<file path="src/hdl/kdaq_pkg.sv">
// ----------------------------------------------------------------------------
// kdaq_pkg
// Shared types and constants of the key debounce, auto-repeat and code queue.
// ----------------------------------------------------------------------------
package kdaq_pkg;

   localparam int QUEUE_SLOTS_DEFAULT = 8;

   localparam int CODE_W     = 2;
   localparam int LEVEL_W    = 6;
   localparam int DEB_W      = 8;
   localparam int DELAY_W    = 10;
   localparam int REP_W      = 8;
   localparam int CSR_ADDR_W = 4;
   localparam int CSR_DATA_W = 32;
   localparam int REQ_DATA_W = 8;
   localparam int RSP_DATA_W = 16;

   localparam logic [DEB_W-1:0]   DEBOUNCE_RESET = 8'd3;
   localparam logic [DELAY_W-1:0] DELAY_RESET    = 10'd50;
   localparam logic [REP_W-1:0]   REPEAT_RESET   = 8'd15;

   // register index, taken from paddr[3:2]
   localparam logic [1:0] CSR_DEBOUNCE = 2'd0;
   localparam logic [1:0] CSR_DELAY    = 2'd1;
   localparam logic [1:0] CSR_REPEAT   = 2'd2;

   localparam logic [CODE_W-1:0] KEY_NONE = 2'd0;
   localparam logic [CODE_W-1:0] KEY_A    = 2'd1;
   localparam logic [CODE_W-1:0] KEY_B    = 2'd2;

   localparam logic KIND_TICK = 1'b0;
   localparam logic KIND_POP  = 1'b1;

   typedef enum logic [1:0] {
      PHASE_WAIT     = 2'd0,
      PHASE_DEBOUNCE = 2'd1,
      PHASE_INITIAL  = 2'd2,
      PHASE_REPEAT   = 2'd3
   } phase_type;

   // first member in the highest bits: key_code ends up lowest
   typedef struct packed {
      logic [LEVEL_W-1:0] queue_level;
      logic               code_dropped;
      logic               code_queued;
      logic [CODE_W-1:0]  key_code;
   } rsp_type;

endpackage

</file>
<file path="src/hdl/key_debounce_autorepeat_queue_unit.sv">
// ----------------------------------------------------------------------------
// key_debounce_autorepeat_queue_unit
// Two-key debounce with initial delay, auto-repeat and a ring code queue.
// ----------------------------------------------------------------------------
// Each accepted item is either a tick that samples the two active-low key pins
// (tuser = 0) or a pop of the oldest queued code (tuser = 1), and gives exactly
// one result. The block takes one item per clock: the key machine, counters and
// queue pointers update in the accept cycle, and the result sits in an output
// register backed by a one-entry skid stage, so input is held off only while
// both are full. The code queue is a QUEUE_SLOTS-entry memory holding up to
// QUEUE_SLOTS-1 codes; its head entry is read ahead into a register so a pop
// answers in the same cycle. A code that finds the queue full is dropped and
// flagged in code_dropped. Registers: 0x0 debounce_ticks, 0x4
// initial_delay_ticks, 0x8 repeat_ticks; write them only while no result is
// pending.
// ----------------------------------------------------------------------------
module key_debounce_autorepeat_queue_unit
   import kdaq_pkg::*;
#(
   parameter int QUEUE_SLOTS = QUEUE_SLOTS_DEFAULT
) (
   input  logic                  clock,
   input  logic                  reset,
   // req_tdata: [0] key_a_level, [1] key_b_level, rest zero
   input  logic                  req_tvalid,
   output logic                  req_tready,
   input  logic [REQ_DATA_W-1:0] req_tdata,
   // req_tuser: [0] kind
   input  logic                  req_tuser,
   // rsp_tdata: [1:0] key_code, [2] code_queued, [3] code_dropped,
   //            [9:4] queue_level, rest zero
   output logic                  rsp_tvalid,
   input  logic                  rsp_tready,
   output logic [RSP_DATA_W-1:0] rsp_tdata,
   input  logic                  csr_psel,
   input  logic                  csr_penable,
   input  logic                  csr_pwrite,
   input  logic [CSR_ADDR_W-1:0] csr_paddr,
   input  logic [CSR_DATA_W-1:0] csr_pwdata,
   output logic [CSR_DATA_W-1:0] csr_prdata,
   output logic                  csr_pready
);

   localparam int PTR_W = $clog2(QUEUE_SLOTS);
   localparam logic [PTR_W-1:0] LAST_SLOT = PTR_W'(QUEUE_SLOTS - 1);

   // configuration
   logic [DEB_W-1:0]   debounce_ff;
   logic [DELAY_W-1:0] delay_ff;
   logic [REP_W-1:0]   repeat_cfg_ff;
   logic               csr_write;

   // key machine
   phase_type          phase_ff, phase_in;
   logic [CODE_W-1:0]  held_ff, held_in;
   logic [DEB_W-1:0]   stable_ff, stable_in;
   logic [DELAY_W-1:0] hold_ff, hold_in;
   logic [REP_W-1:0]   rep_ff, rep_in;
   logic [CODE_W-1:0]  cur_code;
   logic               want_push;
   logic [DEB_W-1:0]   stable_inc;
   logic [DELAY_W-1:0] hold_inc;
   logic [REP_W-1:0]   rep_inc;

   // queue
   logic [CODE_W-1:0]  code_store [QUEUE_SLOTS];
   logic [CODE_W-1:0]  head_ff;
   logic [PTR_W-1:0]   rd_ff, rd_in, wr_ff, wr_in, rd_inc, wr_inc;
   logic               full, empty, push_ok, pop_ok;
   logic [LEVEL_W:0]   level_wide;

   // handshake and result
   logic               accept, tick_go, pop_go, out_take;
   rsp_type            result;
   rsp_type            out_ff, out_in, skid_ff, skid_in;
   logic               out_valid_ff, out_valid_in, skid_valid_ff, skid_valid_in;

   // ---------------------------------------------------------------- config
   assign csr_pready = 1'b1;
   assign csr_write  = csr_psel && csr_penable && csr_pwrite && csr_pready;

   always_ff @(posedge clock) begin
      if (reset) begin
         debounce_ff   <= DEBOUNCE_RESET;
         delay_ff      <= DELAY_RESET;
         repeat_cfg_ff <= REPEAT_RESET;
      end else if (csr_write) begin
         unique case (csr_paddr[3:2])
            CSR_DEBOUNCE: debounce_ff   <= csr_pwdata[DEB_W-1:0];
            CSR_DELAY:    delay_ff      <= csr_pwdata[DELAY_W-1:0];
            CSR_REPEAT:   repeat_cfg_ff <= csr_pwdata[REP_W-1:0];
            default: ;
         endcase
      end
   end

   always_comb begin
      csr_prdata = '0;
      unique case (csr_paddr[3:2])
         CSR_DEBOUNCE: csr_prdata = CSR_DATA_W'(debounce_ff);
         CSR_DELAY:    csr_prdata = CSR_DATA_W'(delay_ff);
         CSR_REPEAT:   csr_prdata = CSR_DATA_W'(repeat_cfg_ff);
         default:      csr_prdata = '0;
      endcase
   end

   // ---------------------------------------------------------------- input
   assign req_tready = !skid_valid_ff;
   assign accept     = req_tvalid && req_tready;
   assign tick_go    = accept && (req_tuser == KIND_TICK);
   assign pop_go     = accept && (req_tuser == KIND_POP);

   always_comb begin
      if (!req_tdata[0]) begin
         cur_code = KEY_A;
      end else if (!req_tdata[1]) begin
         cur_code = KEY_B;
      end else begin
         cur_code = KEY_NONE;
      end
   end

   assign stable_inc = stable_ff + DEB_W'(1);
   assign hold_inc   = hold_ff + DELAY_W'(1);
   assign rep_inc    = rep_ff + REP_W'(1);

   // ---------------------------------------------------------------- key fsm
   always_comb begin
      phase_in = phase_ff;
      if (tick_go) begin
         unique case (phase_ff)
            PHASE_WAIT: begin
               if (cur_code != KEY_NONE) phase_in = PHASE_DEBOUNCE;
            end
            PHASE_DEBOUNCE: begin
               if (cur_code != held_ff) begin
                  phase_in = PHASE_WAIT;
               end else if (stable_inc >= debounce_ff) begin
                  phase_in = PHASE_INITIAL;
               end
            end
            PHASE_INITIAL: begin
               if (cur_code != held_ff) begin
                  phase_in = PHASE_WAIT;
               end else if (hold_inc >= delay_ff) begin
                  phase_in = PHASE_REPEAT;
               end
            end
            PHASE_REPEAT: begin
               if (cur_code != held_ff) phase_in = PHASE_WAIT;
            end
            default: phase_in = PHASE_WAIT;
         endcase
      end
   end

   always_comb begin
      held_in   = held_ff;
      stable_in = stable_ff;
      hold_in   = hold_ff;
      rep_in    = rep_ff;
      want_push = 1'b0;
      if (tick_go) begin
         unique case (phase_ff)
            PHASE_WAIT: begin
               if (cur_code != KEY_NONE) begin
                  held_in   = cur_code;
                  stable_in = '0;
               end
            end
            PHASE_DEBOUNCE: begin
               if (cur_code == held_ff) begin
                  stable_in = stable_inc;
                  if (stable_inc >= debounce_ff) hold_in = '0;
               end
            end
            PHASE_INITIAL: begin
               if (cur_code != held_ff) begin
                  want_push = (cur_code == KEY_NONE);
               end else begin
                  hold_in = hold_inc;
                  if (hold_inc >= delay_ff) begin
                     want_push = 1'b1;
                     rep_in    = '0;
                  end
               end
            end
            PHASE_REPEAT: begin
               if (cur_code == held_ff) begin
                  if (rep_inc >= repeat_cfg_ff) begin
                     want_push = 1'b1;
                     rep_in    = '0;
                  end else begin
                     rep_in = rep_inc;
                  end
               end
            end
            default: ;
         endcase
      end
   end

   always_ff @(posedge clock) begin
      if (reset) begin
         phase_ff  <= PHASE_WAIT;
         held_ff   <= KEY_NONE;
         stable_ff <= '0;
         hold_ff   <= '0;
         rep_ff    <= '0;
      end else begin
         phase_ff  <= phase_in;
         held_ff   <= held_in;
         stable_ff <= stable_in;
         hold_ff   <= hold_in;
         rep_ff    <= rep_in;
      end
   end

   // ---------------------------------------------------------------- queue
   assign rd_inc  = (rd_ff == LAST_SLOT) ? '0 : rd_ff + PTR_W'(1);
   assign wr_inc  = (wr_ff == LAST_SLOT) ? '0 : wr_ff + PTR_W'(1);
   assign full    = (wr_inc == rd_ff);
   assign empty   = (rd_ff == wr_ff);
   assign push_ok = want_push && !full;
   assign pop_ok  = pop_go && !empty;
   assign rd_in   = pop_ok ? rd_inc : rd_ff;
   assign wr_in   = push_ok ? wr_inc : wr_ff;

   always_ff @(posedge clock) begin
      if (reset) begin
         rd_ff <= '0;
         wr_ff <= '0;
      end else begin
         rd_ff <= rd_in;
         wr_ff <= wr_in;
      end
   end

   // read the next head ahead; forward a write to that same slot
   always_ff @(posedge clock) begin
      if (push_ok) code_store[wr_ff] <= held_ff;
      if (push_ok && (wr_ff == rd_in)) begin
         head_ff <= held_ff;
      end else begin
         head_ff <= code_store[rd_in];
      end
   end

   always_comb begin
      level_wide = (LEVEL_W + 1)'(wr_in) - (LEVEL_W + 1)'(rd_in);
      if (wr_in < rd_in) level_wide = level_wide + (LEVEL_W + 1)'(QUEUE_SLOTS);
   end

   always_comb begin
      result.key_code     = pop_ok ? head_ff : KEY_NONE;
      result.code_queued  = push_ok;
      result.code_dropped = want_push && full;
      result.queue_level  = level_wide[LEVEL_W-1:0];
   end

   // ---------------------------------------------------------------- output
   assign out_take = out_valid_ff && rsp_tready;

   always_comb begin
      out_in        = out_ff;
      out_valid_in  = out_valid_ff;
      skid_in       = skid_ff;
      skid_valid_in = skid_valid_ff;
      if (!out_valid_ff || out_take) begin
         if (skid_valid_ff) begin
            out_in        = skid_ff;
            out_valid_in  = 1'b1;
            skid_valid_in = 1'b0;
         end else begin
            out_in       = result;
            out_valid_in = accept;
         end
      end else if (accept) begin
         skid_in       = result;
         skid_valid_in = 1'b1;
      end
   end

   always_ff @(posedge clock) begin
      if (reset) begin
         out_valid_ff  <= 1'b0;
         skid_valid_ff <= 1'b0;
      end else begin
         out_valid_ff  <= out_valid_in;
         skid_valid_ff <= skid_valid_in;
      end
      out_ff  <= out_in;
      skid_ff <= skid_in;
   end

   assign rsp_tvalid = out_valid_ff;
   assign rsp_tdata  = RSP_DATA_W'(out_ff);

   // ---------------------------------------------------------------- checks
   a_skid_behind_out: assert property (@(posedge clock) disable iff (reset)
      skid_valid_ff |-> out_valid_ff)
      else $error("skid entry held without an output entry");

   a_queued_or_dropped: assert property (@(posedge clock) disable iff (reset)
      out_valid_ff |-> !(out_ff.code_queued && out_ff.code_dropped))
      else $error("code both queued and dropped");

   a_push_phase: assert property (@(posedge clock) disable iff (reset)
      want_push |-> (phase_ff == PHASE_INITIAL || phase_ff == PHASE_REPEAT))
      else $error("code pushed outside initial delay or repeat");

   a_level_bound: assert property (@(posedge clock) disable iff (reset)
      accept |-> (level_wide < (LEVEL_W + 1)'(QUEUE_SLOTS)))
      else $error("queue level beyond capacity");

   a_pop_moves_read: assert property (@(posedge clock) disable iff (reset)
      pop_ok |=> (rd_ff != $past(rd_ff)))
      else $error("pop did not advance the read slot");

endmodule

</file>
<file path="config.mk">
export PLATFORM = sky130hd
export DESIGN_NAME = key_debounce_autorepeat_queue_unit
export DESIGN_NICKNAME = d
export VERILOG_FILES = /design/src/hdl/kdaq_pkg.sv /design/src/hdl/key_debounce_autorepeat_queue_unit.sv
export SDC_FILE = /design/constraint.sdc
export NUM_CORES = 1
export LEC_CHECK = 0
export BUFFER_PORTS_ARGS = -buffer_cell sky130_fd_sc_hd__buf_2
export CORE_AREA = 10 10 116 118
export DETAILED_ROUTE_END_ITERATION = 8
export DIE_AREA = 0 0 126 128
export PLACE_DENSITY = 0.76
export SYNTH_ARGS = -nofsm -noshare
export SYNTH_HDL_FRONTEND = slang
export SYNTH_SLANG_ARGS = --single-unit
export TNS_END_PERCENT = 5
</file>
<file path="constraint.sdc">
create_clock -name clock -period 3.8 [get_ports clock]
set_input_delay 1.14 -clock clock [delete_from_list [all_inputs] [get_ports clock]]
set_output_delay 1.14 -clock clock [all_outputs]
set_load 0.05 [all_outputs]
</file>
# Word-level counts from Yosys, hierarchy flattened

Memory sizes are Yosys's and may differ from the RTL's. A register that Yosys moved wholly into a read port is not among the register bits.
Index checks and enable logic that the tools add are counted.

Register bits: 84
Bits in writable memories: 16
Input bits: 52
Memories: 1

Add/sub/neg operators: 7
Order comparisons: 4
Equality and inequality tests: 20
Multiplexer cells: 38
Bitwise logic cells: 2
Reduce and logical (&&, ||, !) cells: 31

Memory list:

| name       | depth | bits a word | read ports | clocked after Yosys merged registers in | wr ports | RTL line                                 | RTL |
|---|---|---|---|---|---|---|---|
| code_store | 8     | 2           | 1          | 1                                       | 1        | key_debounce_autorepeat_queue_unit.sv:66 | `logic [CODE_W-1:0] code_store [QUEUE_SLOTS];` |

Operator list:

| kind                    | number |
|---|---|
| $mux W8                 | 6 |
| $mux W10                | 4 |
| $pmux W8 S2             | 2 |
| $pmux W10 S3            | 1 |
| $pmux W10 S2            | 1 |
| $mux W2                 | 9 |
| $add A8 B1 Y8 const B   | 2 |
| $ge A8 B8 Y1            | 2 |
| $reduce_and A5 Y1       | 3 |
| $ne A2 B2 Y1 const B    | 7 |
| $mux W3                 | 4 |
| $add A10 B1 Y10 const B | 1 |
| $ge A10 B10 Y1          | 1 |
| $logic_and A1 B1 Y1     | 9 |
| $mux W1                 | 8 |
| $pmux W2 S4             | 1 |
| $reduce_and A2 Y1       | 4 |
| $reduce_bool A2 Y1      | 4 |
| $add A3 B1 Y3 const B   | 2 |
| $add A4 B5 Y6 const B   | 1 |
| $eq A2 B2 Y1 const B    | 3 |
| $eq A3 B3 Y1            | 2 |
| $eq A3 B3 Y1 const B    | 2 |
| $logic_not A2 Y1        | 3 |
| other kinds (14)        | 20 |

# Depth between registers and ports, before layout

Depth after elaboration: 12
Mapped depth: 18

# Least setup slack after synthesis

No wires, ideal clock.

Kind: input to register
Start: in req_tdata[0]
End: reg out_ff, in the netlist rsp_tdata[6] (data pin)
Library setup time: 0.260 ns
Arrival time: 3.835 ns
Required time: 3.540 ns
Setup slack: -0.295 ns
Stages: 11
Path buffers: 0
Cell sequence: or3b_1 > o311a_4 > o31a_1 > o21ai_4 > inv_6 > mux2i_1 > ha_1 > fa_1 > inv_1 > fa_1 > mux2_2

Word-level cells in the longest chain between the ends: 11

RTL lines:

| item                                       | RTL line                                                                             | RTL |
|---|---|---|
| start: declaration                         | key_debounce_autorepeat_queue_unit.sv:27                                             | `input logic [REQ_DATA_W-1:0] req_tdata,` |
| $mux W2 *                                  | key_debounce_autorepeat_queue_unit.sv:114                                            | `if (!req_tdata[0]) begin` |
| $eq A2 B2 Y1, or another cell as far along | key_debounce_autorepeat_queue_unit.sv:189                                            | `if (cur_code == held_ff) begin` |
| $mux W1 (on tied branches)                 | key_debounce_autorepeat_queue_unit.sv:189, key_debounce_autorepeat_queue_unit.sv:178 |  |
| $pmux W1 S2 *                              | key_debounce_autorepeat_queue_unit.sv:164                                            | `unique case (phase_ff)` |
| $mux W1 *                                  | key_debounce_autorepeat_queue_unit.sv:163                                            | `if (tick_go) begin` |
| $logic_and A1 B1 Y1 *                      | key_debounce_autorepeat_queue_unit.sv:224                                            | `assign push_ok = want_push && !full;` |
| named net push_ok                          | key_debounce_autorepeat_queue_unit.sv:69                                             | `logic full, empty, push_ok, pop_ok;` |
| $mux W3 *                                  | key_debounce_autorepeat_queue_unit.sv:227                                            | `assign wr_in = push_ok ? wr_inc : wr_ff;` |
| $sub A3 B3 Y4                              | key_debounce_autorepeat_queue_unit.sv:250                                            | `level_wide = (LEVEL_W + 1)'(wr_in) - (LEVEL_W + 1)'(rd_in);` |
| $add A4 B5 Y6                              | key_debounce_autorepeat_queue_unit.sv:251                                            | `if (wr_in < rd_in) level_wide = level_wide + (LEVEL_W + 1)'(QUEUE_SLOTS);` |
| $mux W6 *                                  | key_debounce_autorepeat_queue_unit.sv:251                                            |  |
| named net level_wide[2]                    | key_debounce_autorepeat_queue_unit.sv:70                                             | `logic [LEVEL_W:0] level_wide;` |
| $mux W10 *                                 | key_debounce_autorepeat_queue_unit.sv:270                                            | `if (skid_valid_ff) begin` |
| end signal: assignment                     | key_debounce_autorepeat_queue_unit.sv:292                                            | `out_ff <= out_in;` |
| end: declaration                           | key_debounce_autorepeat_queue_unit.sv:75                                             | `rsp_type out_ff, out_in, skid_ff, skid_in;` |

The timed path passes the listed nets; every way through them passes the cells marked *.
A chain may end at the register's enable or synchronous reset.

# Worst setup path after layout

Start: reg rep_ff[0]
End: reg out_ff, in the netlist rsp_tdata[6] (data pin)

Word-level cells in the longest chain between the ends: 12

RTL lines:

| item                     | RTL line                                  | RTL |
|---|---|---|
| start: declaration       | key_debounce_autorepeat_queue_unit.sv:58  | `logic [REP_W-1:0] rep_ff, rep_in;` |
| start signal: assignment | key_debounce_autorepeat_queue_unit.sv:215 | `rep_ff <= rep_in;` |
| $add A8 B1 Y8 *          | key_debounce_autorepeat_queue_unit.sv:125 | `assign rep_inc = rep_ff + REP_W'(1);` |
| $ge A8 B8 Y1 *           | key_debounce_autorepeat_queue_unit.sv:190 | `if (rep_inc >= repeat_cfg_ff) begin` |
| $mux W1 *                | key_debounce_autorepeat_queue_unit.sv:190 |  |
| $mux W1 *                | key_debounce_autorepeat_queue_unit.sv:189 |  |
| $pmux W1 S2 *            | key_debounce_autorepeat_queue_unit.sv:164 |  |
| $mux W1 *                | key_debounce_autorepeat_queue_unit.sv:163 |  |
| $logic_and A1 B1 Y1 *    | key_debounce_autorepeat_queue_unit.sv:224 |  |
| named net push_ok        | key_debounce_autorepeat_queue_unit.sv:69  |  |
| $mux W3 *                | key_debounce_autorepeat_queue_unit.sv:227 |  |
| $sub A3 B3 Y4            | key_debounce_autorepeat_queue_unit.sv:250 |  |
| $add A4 B5 Y6            | key_debounce_autorepeat_queue_unit.sv:251 |  |
| $mux W6 *                | key_debounce_autorepeat_queue_unit.sv:251 |  |
| named net level_wide[2]  | key_debounce_autorepeat_queue_unit.sv:70  |  |
| $mux W10 *               | key_debounce_autorepeat_queue_unit.sv:270 |  |

Marks and branches as above.

==> results.py <==
metrics = {
    "power": {
        "clock_power_share_pct": 40.3,
        "power.switching_uw": 592.5,
        "cell_internal_pwr_uw": 1685,
        "comb_power_share_pct": 9.9,
        "ir_drop_v": 0.0003629,
        "p_per_area_nw_per_um2": 334.0,
        "switching_share_pct": 26.01,
        "p_leak_uw": 0.002951,
        "seq_power_share_pct": 49.8,
    },
    "sta": {
        "rsz0062_at_grt": "yes",
        "max_freq_ghz": 0.2523,
        "holdWs_ns": 0.4806,
        "setup_viol": 3,
        "period_minus_slack_ns": 3.963,
        "slew_violations": 0,
        "relSlewSlack_pct": 28.05,
        "fin_ws_ns": -0.1632,
        "hold_viol_final": 0,
        "finClkSkew_ns": 0.009323,
        "worst_pin_slew_ns": 1.071,
        "period_share_pct": 104.3,
    },
    "logic_synthesis": {
        "syn_inst": 565,
        "synth_seq_area_share_pct": 42.29,
        "syn_area_um2": 5585,
        "synthArstFlopShare_pct": 0,
        "yosys_warnings": 0,
        "synthFlopType": "dfxtp_1",
        "syn_avg_cell_area_um2": 9.886,
        "synth_cell_types": 60,
        "ys_ff_latch": 101,
        "synth_edf_count": 34,
    },
    "clock_network": {
        "ctsHoldBuffers": 0,
        "cts_made_buffers": 9,
        "clock_latency_ns": 0.35,
        "root_buffer": "clkbuf_16",
        "clock-sinks": 101,
        "cts_tree": "yes",
        "h-tree-depth": 3,
        "cts.path.max_buffers": 2,
        "clk_pin_slew_ns": 0.07,
    },
    "setup_path": {
        "timing.rr.start": "rep_ff[0]",
        "reg2reg_to": "rsp_tdata[6]",
        "path_max_fanout": 4,
        "crit_chain": "ha_4, and3_4, xor2_1, ha_2, or4_4, a21oi_4, o31ai_4, nor3b_4, o21ai_4, inv_6, mux2i_1, ha_2, fa_2, inv_2, fa_2, mux2_4",
        "arrival_ns": 4.06,
        "end_kind": "register",
        "startpoint_type": "register",
        "r2r_cells": 16,
        "cpPeakStageDelay_ns": 0.50,
        "regToRegSetupSlack_ns": -0.16,
        "cp.required_ns": 3.90,
        "critPathSlowestCell": "or4_4",
        "path_class": "reg -> reg",
    },
    "grt": {
        "antenna_found_initial": 0,
        "grt_pass1_wl_mm": 21.69,
        "grt_pass1_vias": 4565,
        "grt_start_max_net_pins": 31,
        "gr-total-overflow": 0,
        "track_usage_pct": 16.11,
    },
    "die": {
        "initial_core_util_pct": 49.77,
        "rows": 39,
        "die_y_um": 128,
        "pin_count": 103,
        "die-area_um2": 16130,
        "fp.dieW_um": 126,
        "design.core.area_um2": 11220,
    },
    "final_layout": {
        "fill_cells": 936,
        "multiInputGateArea_um2": 3151,
        "final_cell_mix": "62 x dfxtp_1, 53 x nand2_1, 51 x buf_4",
        "fin_nets": 743,
        "drive_gt1_share_pct": 27.09,
        "area_delta_synth_final_pct": 22.09,
        "n_antenna_cell": 0,
        "seqCellArea_um2": 2379,
        "final_common_cell": "dfxtp_1",
    },
    "min_path": {
        "hp-start": "debounce_ff[3]",
        "min_delay_path_depth": 2,
        "hp-class": "reg -> reg",
        "whs_endpoint": "debounce_ff[3]",
    },
    "drt": {
        "wl_per_cell_um": 16.98,
        "drt_first_iter_violations": 223,
        "vias": 4412,
        "drt-vias-per-instance": 5.515,
        "first_pass_iters": 5,
        "detail-route-antenna-nets": 0,
        "drt-total-wl_mm": 13.59,
        "drc": 0,
    },
    "placement": {
        "portBuffers": 43,
        "pre_cts_ws_ns": -0.3913,
        "gp_congestion": 0.8694,
        "dpl.hpwl_mm": 9.770,
    },
    "run_status": {
        "violations": "setup timing",
        "status": "finished, violations left",
    },
    "flow_run": {
        "max_cap_viol_count": 0,
    },
}
layer usage:
metal  global-route usage [%]  vias up  routed length (µm)
met5                        0        -                   0
met4                    6.765        0                 280
met3                    3.681       20                 563
met2                    29.19      124                7181
met1                    17.71     2136                5559
li1                         -     2132                   -
synth_stat cells (3+ instances only):
master | count | area share (%)
a211oi_1 | 5 | 0.67
a21o_1 | 6 | 0.81
a21oi_1 | 25 | 2.2
a22o_1 | 8 | 1.3
a22oi_1 | 3 | 0.40
a31oi_1 | 3 | 0.34
and2_1 | 4 | 0.45
and3_1 | 6 | 0.67
buf_1 | 7 | 0.47
buf_4 | 30 | 4.0
clkbuf_1 | 12 | 0.81
dfxtp_1 | 67 | 24
edfxtp_1 | 34 | 18
ha_1 | 37 | 8.3
inv_1 | 41 | 2.8
mux2_2 | 4 | 0.81
mux2i_1 | 34 | 6.1
mux4_2 | 4 | 1.6
nand2_1 | 53 | 3.6
nand2b_1 | 5 | 0.56
nand3_1 | 23 | 2.1
nor2_1 | 31 | 2.1
nor2b_1 | 3 | 0.34
nor3_1 | 6 | 0.54
nor3b_1 | 6 | 0.81
nor4_1 | 6 | 0.67
o2111ai_1 | 5 | 0.78
o211ai_1 | 7 | 0.94
o21ai_0 | 18 | 1.6
o22a_1 | 3 | 0.47
o31ai_1 | 6 | 0.81
or3_1 | 3 | 0.34
xnor2_1 | 19 | 3.0
xor2_1 | 8 | 1.3
worst max-delay path, delay by kind of cell (launching register included):
kind / cells / cell delay, ns
simple gates: 3 / 0.85
compound gates: 3 / 0.45
buf+inv: 2 / 0.11
flops: 1 / 0.37
mux: 2 / 0.40
fa+ha+maj: 5 / 1.37
xor+xnor: 1 / 0.15
kinds of logic (layout without fill, tap and decap cells):
family,count (synthesis),count (layout),share of synthesized area [%]
other,2,29,0.1345
adders and majority gates,39,39,9.005
muxes,43,43,8.781
xor gates and xnor gates,27,27,4.234
AOI/OAI and AO/OA,101,101,12.52
and+or+nand+nor,160,160,14.72
DFF,101,101,42.29
buffers and inverters,92,157,8.311
sequential cells by signal, indices dropped and copies added (netlist names), named ones only:
register / cells
delay_ff: 10
wr_ff: 3
stable_ff: 8
held_ff: 2
code_store: 16
rsp_tdata: 9
phase_ff: 2
skid_valid_ff: 1
hold_ff: 10
debounce_ff: 8
rsp_tvalid: 1
repeat_cfg_ff: 8
rd_ff: 3
skid_ff: 9
rep_ff: 8
how the worst max path moves through the flow:
stage,start,to,slack (ns),depth (start not counted)
after floorplan,csr_paddr[2],csr_prdata[1],-0.28,4
after global placement,req_tdata[0],rsp_tdata[8],-0.27,12
after detailed placement,req_tdata[0],rsp_tdata[6],-0.39,12
after CTS,hold_ff[0],rsp_tdata[6],-0.13,16
after global routing,hold_ff[1],rsp_tdata[6],-0.27,16
final,rep_ff[0],rsp_tdata[6],-0.16,16
power groups by stage:
stage	clock (µW)	combinational (µW)	sequential [µW]
2_1_floorplan	0	169	1180
3_3_place_gp	0	217	1160
3_5_place_dp	0	221	1160
4_1_cts	927	223	1130
5_1_grt	967	238	1140
6_report	918	226	1130
through the flow:
step	setup TNS, ns	power, µW	instance area [µm²]	util (%)	std cells
floorplan	-3.313	1347	5687	-	592
global placement	-0.9081	1377	6130	54.62	774
detailed placement	-1.570	1382	6130	54.62	774
CTS	-0.2786	2283	6641	59.18	794
global route	-0.8542	2341	6819	60.76	800
finish	-0.2558	2278	6819	60.76	800
layout make-up:
| class | count | area share (%) |
|---|---|---|
| clock buffers | 10 | 3.358 |
| flip-flops and latches | 101 | 34.88 |
| multi-input cells | 399 | 46.20 |
| well taps | 143 | 2.624 |
| inverters | 42 | 2.385 |
| clock inverters | 6 | 0.9541 |
| repair buffers | 99 | 9.596 |
timing repair:
action,4_1_cts,5_1_grt
endpoints found under the setup margin,6,6
buffers inserted,5,6
pin swaps,17,24
cloned,0,0
gates resized for setup,46,22
Power figures use the tool's default switching activity.
